### config.mk
export PLATFORM = sky130hd
export DESIGN_NAME = sorted_priority_queue
export DESIGN_NICKNAME = d
export VERILOG_FILES = /design/src/hw/rtl/spq_pkg.sv /design/src/hw/rtl/sorted_priority_queue.sv /design/src/hw/rtl/spq_cell.sv
export SDC_FILE = /design/constraint.sdc
export NUM_CORES = 2
export LEC_CHECK = 0
export BUFFER_PORTS_ARGS = -buffer_cell sky130_fd_sc_hd__buf_2
export CORE_UTILIZATION = 50
export DETAILED_ROUTE_END_ITERATION = 10
export PLACE_DENSITY = 0.75
export SLEW_MARGIN = 5
export SYNTH_ARGS = -nofsm -noshare
export SYNTH_HDL_FRONTEND = slang
export SYNTH_SLANG_ARGS = --single-unit
### constraint.sdc
create_clock -name i_clk -period 7.5 [get_ports i_clk]
set_clock_uncertainty 0.05 [all_clocks]
set_input_delay 0.75 -clock i_clk [delete_from_list [all_inputs] [get_ports i_clk]]
set_output_delay 0.75 -clock i_clk [all_outputs]
set_load 0.01 [all_outputs]
### src/hw/rtl/spq_pkg.sv
// Shared types and constants for the sorted priority queue.
package spq_pkg;

    // Number of cells in the chain, and the width of the occupancy counter.
    localparam int CAPACITY = 16;
    localparam int CNT_W    = $clog2(CAPACITY + 1);
    localparam int COUNT_W  = 5;
    localparam int PRI_W    = 16;
    localparam int TAG_W    = 24;

    typedef enum logic {
        KIND_ENQ = 1'b0,
        KIND_DEQ = 1'b1
    } t_kind;

    typedef enum logic [1:0] {
        ST_OK    = 2'd0,
        ST_UNDER = 2'd1,
        ST_FULL  = 2'd2
    } t_status;

    typedef struct packed {
        t_kind                    kind;
        logic signed [PRI_W-1:0]  new_priority;
        logic [TAG_W-1:0]         new_tag;
    } t_in;

    typedef struct packed {
        t_status                  status;
        logic signed [PRI_W-1:0]  removed_priority;
        logic [TAG_W-1:0]         removed_tag;
        logic [COUNT_W-1:0]       count;
        logic                     is_empty;
        logic [TAG_W-1:0]         head_tag;
        logic [TAG_W-1:0]         tail_tag;
    } t_out;

    // One stored entry of the queue.
    typedef struct packed {
        logic signed [PRI_W-1:0]  priority_val;
        logic [TAG_W-1:0]         tag;
    } t_entry;

    // Operation broadcast to every cell in the chain.
    typedef struct packed {
        logic                     enq;
        logic                     deq;
        t_entry                   item;
    } t_ctl;

endpackage

### src/hw/rtl/sorted_priority_queue.sv
// Top level of the sorted priority queue: the cell chain, occupancy and result register.
//
//  Channel  Direction  Signals                              Carries
//  in       in         i_in_valid, o_in_stall, i_in_data    enqueue or dequeue request
//  out      out        o_out_valid, i_out_stall, o_out_data one result per request
//
// For every accepted request all cells compare against the new priority and shift
// in parallel, and the result is registered at the same edge.
// A new request is taken each cycle while the result register is free or being emptied.
// Reset clears the occupancy count and the result valid; cell contents are left as they are.
// A stalled output holds its result and stalls the input until it is taken.
module sorted_priority_queue (
    input  logic          i_clk,
    input  logic          i_rst_n,
    input  logic          i_in_valid,
    output logic          o_in_stall,
    input  spq_pkg::t_in  i_in_data,
    output logic          o_out_valid,
    input  logic          i_out_stall,
    output spq_pkg::t_out o_out_data
);
    import spq_pkg::*;

    logic [CNT_W-1:0] r_count;
    logic [CNT_W-1:0] n_count;
    logic [TAG_W-1:0] r_tail;
    logic [TAG_W-1:0] n_tail;
    logic             r_out_valid;
    t_out             r_out;
    t_out             n_out;

    t_entry           cell_q  [CAPACITY];
    t_entry           left_in [CAPACITY];
    t_entry           right_in[CAPACITY];
    logic [CAPACITY-1:0] occ;
    logic [CAPACITY-1:0] sh;
    logic [CAPACITY-1:0] left_sh;

    logic  fire;
    logic  full;
    logic  empty;
    logic  enq_ok;
    logic  deq_ok;
    logic  append;
    t_ctl  ctl;

    // Handshake: the result register parts the two sides.
    assign o_in_stall = r_out_valid && i_out_stall;
    assign fire       = i_in_valid && !o_in_stall;

    assign full   = (r_count == CNT_W'(CAPACITY));
    assign empty  = (r_count == '0);
    assign enq_ok = fire && (i_in_data.kind == KIND_ENQ) && !full;
    assign deq_ok = fire && (i_in_data.kind == KIND_DEQ) && !empty;

    assign ctl.enq                = enq_ok;
    assign ctl.deq                = deq_ok;
    assign ctl.item.priority_val  = i_in_data.new_priority;
    assign ctl.item.tag           = i_in_data.new_tag;

    // The chain of cells, each wired to its neighbours.
    for (genvar g = 0; g < CAPACITY; g++) begin : g_cell
        assign occ[g] = (CNT_W'(g) < r_count);

        if (g == 0) begin : g_first
            assign left_sh[g] = 1'b0;
            assign left_in[g] = '0;
        end else begin : g_mid
            assign left_sh[g] = sh[g-1];
            assign left_in[g] = cell_q[g-1];
        end

        if (g == CAPACITY - 1) begin : g_last
            assign right_in[g] = '0;
        end else begin : g_inner
            assign right_in[g] = cell_q[g+1];
        end

        spq_cell u_cell (
            .i_clk     (i_clk),
            .i_ctl     (ctl),
            .i_occ     (occ[g]),
            .i_left_sh (left_sh[g]),
            .i_left    (left_in[g]),
            .i_right   (right_in[g]),
            .o_entry   (cell_q[g]),
            .o_sh      (sh[g])
        );
    end

    // The new entry lands at the tail when no stored priority exceeds it.
    assign append = ~|(sh & occ);

    // Next occupancy and tail tag.
    always_comb begin
        n_count = r_count;
        n_tail  = r_tail;
        if (enq_ok) begin
            n_count = r_count + 1'b1;
            if (append) begin
                n_tail = i_in_data.new_tag;
            end
        end else if (deq_ok) begin
            n_count = r_count - 1'b1;
        end
    end

    // Result describing the queue after the request.
    always_comb begin
        n_out                  = '0;
        n_out.status           = ST_OK;
        n_out.count            = COUNT_W'(n_count);
        n_out.is_empty         = (n_count == '0);
        n_out.head_tag         = cell_q[0].tag;
        if (i_in_data.kind == KIND_ENQ) begin
            if (full) begin
                n_out.status = ST_FULL;
            end else if (sh[0]) begin
                n_out.head_tag = i_in_data.new_tag;
            end
        end else begin
            if (empty) begin
                n_out.status = ST_UNDER;
            end else begin
                n_out.removed_priority = cell_q[0].priority_val;
                n_out.removed_tag      = cell_q[0].tag;
                n_out.head_tag         = cell_q[1].tag;
            end
        end
        n_out.tail_tag = n_tail;
        if (n_count == '0) begin
            n_out.head_tag = '0;
            n_out.tail_tag = '0;
        end
    end

    // Control state.
    always_ff @(posedge i_clk) begin
        if (!i_rst_n) begin
            r_count     <= '0;
            r_out_valid <= 1'b0;
        end else begin
            r_count <= n_count;
            if (fire) begin
                r_out_valid <= 1'b1;
            end else if (!i_out_stall) begin
                r_out_valid <= 1'b0;
            end
        end
    end

    // Payload registers.
    always_ff @(posedge i_clk) begin
        r_tail <= n_tail;
        if (fire) begin
            r_out <= n_out;
        end
    end

    assign o_out_valid = r_out_valid;
    assign o_out_data  = r_out;

endmodule

### src/hw/rtl/spq_cell.sv
// One cell of the sorted chain: holds a single entry and shifts with its neighbours.
module spq_cell (
    input  logic           i_clk,
    input  spq_pkg::t_ctl   i_ctl,
    input  logic           i_occ,
    input  logic           i_left_sh,
    input  spq_pkg::t_entry i_left,
    input  spq_pkg::t_entry i_right,
    output spq_pkg::t_entry o_entry,
    output logic           o_sh
);
    import spq_pkg::*;

    t_entry r_entry;
    t_entry n_entry;

    // An empty cell, or one whose priority is strictly greater, gives way.
    assign o_sh    = !i_occ || (r_entry.priority_val > i_ctl.item.priority_val);
    assign o_entry = r_entry;

    // First cell giving way takes the item, later ones the left; dequeue: the right.
    always_comb begin
        n_entry = r_entry;
        if (i_ctl.enq && o_sh) begin
            n_entry = i_left_sh ? i_left : i_ctl.item;
        end else if (i_ctl.deq) begin
            n_entry = i_right;
        end
    end

    always_ff @(posedge i_clk) begin
        r_entry <= n_entry;
    end

endmodule

After elaboration in Yosys (flattened, before gate mapping)
Index checks and enable logic that the tools add are counted.
{ "totals": {"mem_bits_ro": 0, "input_bits": 45, "memories": 0, "latch_bits": 0, "mem_bits_rw": 0, "register_bits": 766} }
{ "op_classes": {"shift": 0, "reduce_logical": 77, "n_addsub": 2, "order_cmp": 32, "mul": 0, "mux": 60, "div_mod_pow": 0, "eq_ne": 2, "bitwise": 2} }
{ "op_table": {"columns": ["op", "count"], "rows": [
  ["40-bit 2-to-1 mux", 47],
  ["16-bit > comparator", 16],
  ["24-bit 2-to-1 mux", 6],
  ["4-bit by 5-bit less-than comparator with 1-bit output, first input constant", 8],
  ["2-bit nonzero test", 16],
  ["1-bit logical AND", 22],
  ["3-bit by 5-bit less-than comparator with 1-bit output, first input constant", 4],
  ["1-bit logical NOT", 19],
  ["16-bit bitwise AND", 1],
  ["1-bit logical OR", 16],
  ["16-bit OR reduction", 1],
  ["5-bit logical NOT", 2],
  ["1-bit by 5-bit less-than comparator with 1-bit output, first input constant", 2],
  ["2-bit by 5-bit less-than comparator with 1-bit output, first input constant", 2],
  ["5-bit 2-to-1 mux", 2],
  ["5-bit by 1-bit adder with 5-bit output, second input constant", 1],
  ["5-bit equality test, second input constant", 1],
  ["5-bit by 1-bit subtractor with 5-bit output, second input constant", 1],
  ["2-bit 2-to-1 mux", 2],
  ["1-bit 2-to-1 mux", 3],
  ["2-bit by 1-bit inequality test with 1-bit output, second input constant", 1],
  ["2-bit OR reduction", 1],
  ["1-bit NOT", 1]
]} }

Logic depth before layout (Yosys ltp)
{ "depth": {"ltp_word": 8, "mapped_depth": 15, "depth_no_buf": 11} }

Cells and area by module
A second synthesis with hierarchy kept.
{ "hier_totals": {"cells_unflattened": 3911, "area_unflattened_um2": 48840.6} }
{ "by_module_without_submodules": {"columns": ["mod", "cells_per_inst", "area_each_um2", "instances", "seq_area_each_um2"], "rows": [
  ["spq_cell (g_cell[0].u_cell ...)", 211, 2743.9, 10, 1201.2],
  ["spq_cell (g_cell[4].u_cell ...)", 211, 2587.5, 6, 1201.2],
  ["sorted_priority_queue", 535, 5876.9, 1, 3483.3]
]} }

Least setup slack after synthesis
Ideal clock, no wire load.
{ "synth_timing": {"path_kind": "input port to flip-flop", "start": "in i_in_data[39] in the netlist's numbering", "end": "reg g_cell[8].u_cell.r_entry, in the netlist g_cell[8].u_cell.o_entry[0] (enable)", "setup_slack_ps": 1287, "setup_ps": 493, "arrival_time_ps": 5670, "cell_stages": 11, "path_buffers": 2, "cell_sequence": "inv_1 ha_1 nand4_1 or3_1 a21o_1 o21ai_0 or4b_2 a31oi_1 clkbuf_1 buf_2 o21ai_0"} }
{ "synth_via": {"elab_chain_cells": 4} }
{ "synth_rtl": {"columns": ["element", "line", "text"], "rows": [
  ["start, declared", "sorted_priority_queue.sv:17", "input spq_pkg::t_in i_in_data,"],
  ["16-bit > comparator", "spq_cell.sv:18", "assign o_sh = !i_occ || (r_entry.priority_val > i_ctl.item.priority_val);"],
  ["1-bit logical OR", "spq_cell.sv:18", null],
  ["1-bit logical AND", "spq_cell.sv:24", "if (i_ctl.enq && o_sh) begin"],
  ["2-bit nonzero test (no source line)", null, null],
  ["end signal, assigned", "spq_cell.sv:32", "r_entry <= n_entry;"],
  ["end, declared", "spq_cell.sv:14", "t_entry r_entry;"]
]} }
No other way between the ends.
A chain may end at the register's enable or synchronous reset.

Final worst setup path
{ "layout_timing": {"start": "in i_in_data[33] in the netlist's numbering", "end": "reg r_tail[10]"} }
{ "layout_via": {"elab_chain_cells": 6} }
{ "layout_rtl": {"columns": ["element", "line", "text"], "rows": [
  ["16-bit > comparator", "spq_cell.sv:18", null],
  ["1-bit logical OR", "spq_cell.sv:18", null],
  ["16-bit bitwise AND (*)", "sorted_priority_queue.sv:92", "assign append = ~|(sh & occ);"],
  ["16-bit OR reduction (*)", "sorted_priority_queue.sv:92", null],
  ["24-bit 2-to-1 mux (*)", "sorted_priority_queue.sv:100", "if (append) begin"],
  ["24-bit 2-to-1 mux (*)", "sorted_priority_queue.sv:98", "if (enq_ok) begin"],
  ["named net n_tail[10]", "sorted_priority_queue.sv:27", "logic [TAG_W-1:0] n_tail;"],
  ["end signal, assigned", "sorted_priority_queue.sv:154", "r_tail <= n_tail;"],
  ["end, declared", "sorted_priority_queue.sv:26", "logic [TAG_W-1:0] r_tail;"]
]} }
Mark *: on every way through the listed nets, which the timed path passes. The rest lies on a longest branch.

==> impl_metrics.toml <==
[power_and_ir_drop]
clkPwrFrac_pct = 31.7
vdd_ir_drop_max_uv = 228.1
power_frac_comb_pct = 21.7
p_sw_share_pct = 30.33
p_leak_nw = 18.62
p_int_mw = 8.948
total_power_mw = 12.84
netSwitchingPower_mw = 3.895
power-per-cell-area_nw_per_um2 = 268.2
power_frac_seq_pct = 46.6

[place]
place_congestion = 0.9505
dp_hpwl_mm = 79.27
place_area_um2 = 45200
io_buffer_count = 142

[clock_network]
clockBufferDepth = 3
numCtsBuffers = 80
cts_setup_buffers = 0
clk_latency_ns = 0.65
clk_pin_slew_ns = 0.06
ctsResizeCount = 0
clock_sinks = 766
cts_tree = "built"
root_buffer = "clkbuf_16"
postCtsHoldBufs = 0
cts_max_level = 3

[cells_and_area]
drive_gt1_share_pct = 10.57
syn_to_final_growth_pct = 9.910
post-route-cell-area_um2 = 47890
fin_util_pct = 55.89
fill_cells = 7185
final_nets = 4411

[min_path]
hold_path_end = "o_out_valid"
whs_path_depth = 2
hold_start = "i_in_valid"
hold_path_class = "in -> reg"

[timing]
worst_pin_slew_ns = 1.195
fmax_ghz = 0.2067
setup_tns_ns = 0
min_period_over_period_pct = 64.51
period_needed_ns = 4.838
final-hold-violation-count = 0
maxSlewViolCount = 0
final-setup-viol-count = 0
max_slew_margin_pct = 20.35
rsz0062_at_grt = "no"

[setup_path]
worstPathArrival_ns = 5.32
critPathLaunchType = "primary input"
critical_path_class = "in -> reg"
r2r_end = "o_out_data[33]"
crit_required_ns = 7.99
r2r-start = "r_count[0]"
ff2ff_path_depth = 11
cp_max_fo = 48
endpoint_kind = "flop"
r2r_slack_ns = 2.94

[floorplan]
rows = 107
dieWidth_um = 297.2
start_util_pct = 50.85
die_area_um2 = 88320
core-area_um2 = 85680
num_io_pins = 143
die-height_um = 297.2

[yosys]
synth-simple-area-share_pct = 11.54
synth_fa_ha_area_share_pct = 7.438
ys.flop_type = "edfxtp_1"
yosysWarnings = 0
synth_seq_cells = 766
yosysMostFrequentCell = "edfxtp_1"
seq_area_frac_synth_pct = 52.10
synth_top_family_by_area = "multiplexers"
yosysTopAreaCell = "edfxtp_1"
synth_top_cells_by_count = "edfxtp_1, nand2_1, mux2i_1, a21oi_1, nor2_1"
synth_top_area_share_pct = 50.73
synth_area_um2 = 43570
synth_area_leaders = "edfxtp_1, mux2i_1, ha_1"
async_reset_ff_share_pct = 0
synthCells = 4132
synth-edff-count = 736
synth_xor_area_share_pct = 0.1608
avgSynthCellArea_um2 = 10.54
synth-compound-area-share_pct = 11.89
syn_nets = 4436
synth.mux.area_fraction_pct = 13.58
synth_cell_types = 66

[detailed_routing]
drc = 0
viasPerCell = 5.999
antenna_left = 0
routed_wl_mm = 113.4
drt-wirelength-per-cell_um = 21.30
vias = 31940
drt_pass1_iterations = 8
first_iter_violations = 3231

[run]
drv_cap = 0

[run_status]
status = "complete, no violations"

[global_routing]
grt_max_degree = 82
antenna_found_initial = 11
grt.total_usage_pct = 24.85
grt_pass1_vias = 29920
grt_overflow = 0
grt_pass1_wl_mm = 175.0
power groups by stage:
| stage | sequential (mW) | combinational [mW] | clock [mW] |
|---|---|---|---|
| after floorplan | 5.96 | 1.95 | 0 |
| after global placement | 6.04 | 2.65 | 0 |
| after detailed placement | 6.05 | 2.74 | 0 |
| after CTS | 5.97 | 2.76 | 4.11 |
| after global routing | 6.04 | 3.07 | 4.27 |
| final | 5.98 | 2.78 | 4.08 |
registers in the layout (all words and copies together), names as in the netlist:
| signal | count |
|---|---|
| g_cell.u_cell.o_entry | 640 |
| o_out_data | 96 |
| r_tail | 24 |
| r_count | 5 |
| o_out_valid | 1 |
worst max-delay path, cell delays in order:
cell and delay (ns):
buf_2 0.27, inv_1 0.34, buf_4 0.30, ha_1 0.32, nand4_1 0.23, nor2_1 0.07
a221oi_1 0.27, nor4b_1 0.51, o22a_1 0.35, nand3_1 0.11, a2111o_1 0.41, nor4_4 0.29
buf_4 0.61, mux2_2 0.41
cell families after synthesis:
| logic type | after synthesis |
|---|---|
| muxes | 583 |
| AOI/OAI and AO/OA | 961 |
| and+or+nand+nor | 1192 |
| buffers and inverters | 363 |
| DFF | 766 |
| xor gates and xnor gates | 8 |
| adders and majority gates | 259 |
routing by layer:
metal  up-vias  GRT usage, %  part of all wire, %
met1     15220         35.47                   44
met4        12         7.646                  2.5
met2      1482         39.09                   45
met3       180         3.644                  8.7
li1      15050             -                    -
met5         -             0                0.061
worst max path at each step:
stage / startpoint / to / cells past startpoint
final: i_in_data[33] / r_tail[10] / 14
after floorplan: i_in_data[39] / g_cell[8].u_cell.o_entry[0] / 11
after CTS: i_in_data[35] / g_cell[8].u_cell.o_entry[6] / 13
after global routing: i_in_data[33] / g_cell[8].u_cell.o_entry[6] / 13
after detailed placement: i_in_data[33] / r_tail[4] / 14
after global placement: i_in_data[35] / g_cell[8].u_cell.o_entry[16] / 13
final cells by class:
type	count	area [um^2]	share of cell area [%]
diodes	6	15.01	0.03135
multi-input cells	3003	19690	41.12
inverters	51	193.9	0.4050
repair buffers	205	1184	2.472
clock buffers	104	2153	4.497
clock inverters	45	515.5	1.076
flip-flops and latches	766	22700	47.41
well taps	1144	1431	2.989
placed cells by master, fill, tap and decap left out, types with 7 or more instances in the layout:
cell / instances
nor3_1: 36
clkbuf_16: 81
clkbuf_1: 19
clkinv_2: 13
nand2b_2: 9
bufinv_16: 8
a21o_1: 22
a21oi_1: 472
clkinv_1: 16
mux2i_1: 518
inv_1: 50
nand2_1: 549
o21ai_0: 350
o21ai_4: 7
dfxtp_1: 30
nor4_1: 7
nor2_1: 393
mux2_2: 63
buf_4: 63
or4_1: 7
nor2b_1: 19
o21a_1: 10
o211ai_1: 20
a211oi_1: 32
nand2_2: 14
edfxtp_1: 736
and2_1: 48
buf_2: 142
ha_1: 259
nand4_1: 55
nand3_1: 22
per-stage QoR:
stage	cells	hold WS [ns]	setup slack, ns
6_report	5324	0.2783	2.662
4_1_cts	5318	0.2649	2.800
3_5_place_dp	5169	0.4001	2.134
3_3_place_gp	5169	0.3937	2.198
2_1_floorplan	4132	0.3842	1.287
5_1_grt	5323	0.2801	2.479
(Power assumes the default switching activity.)
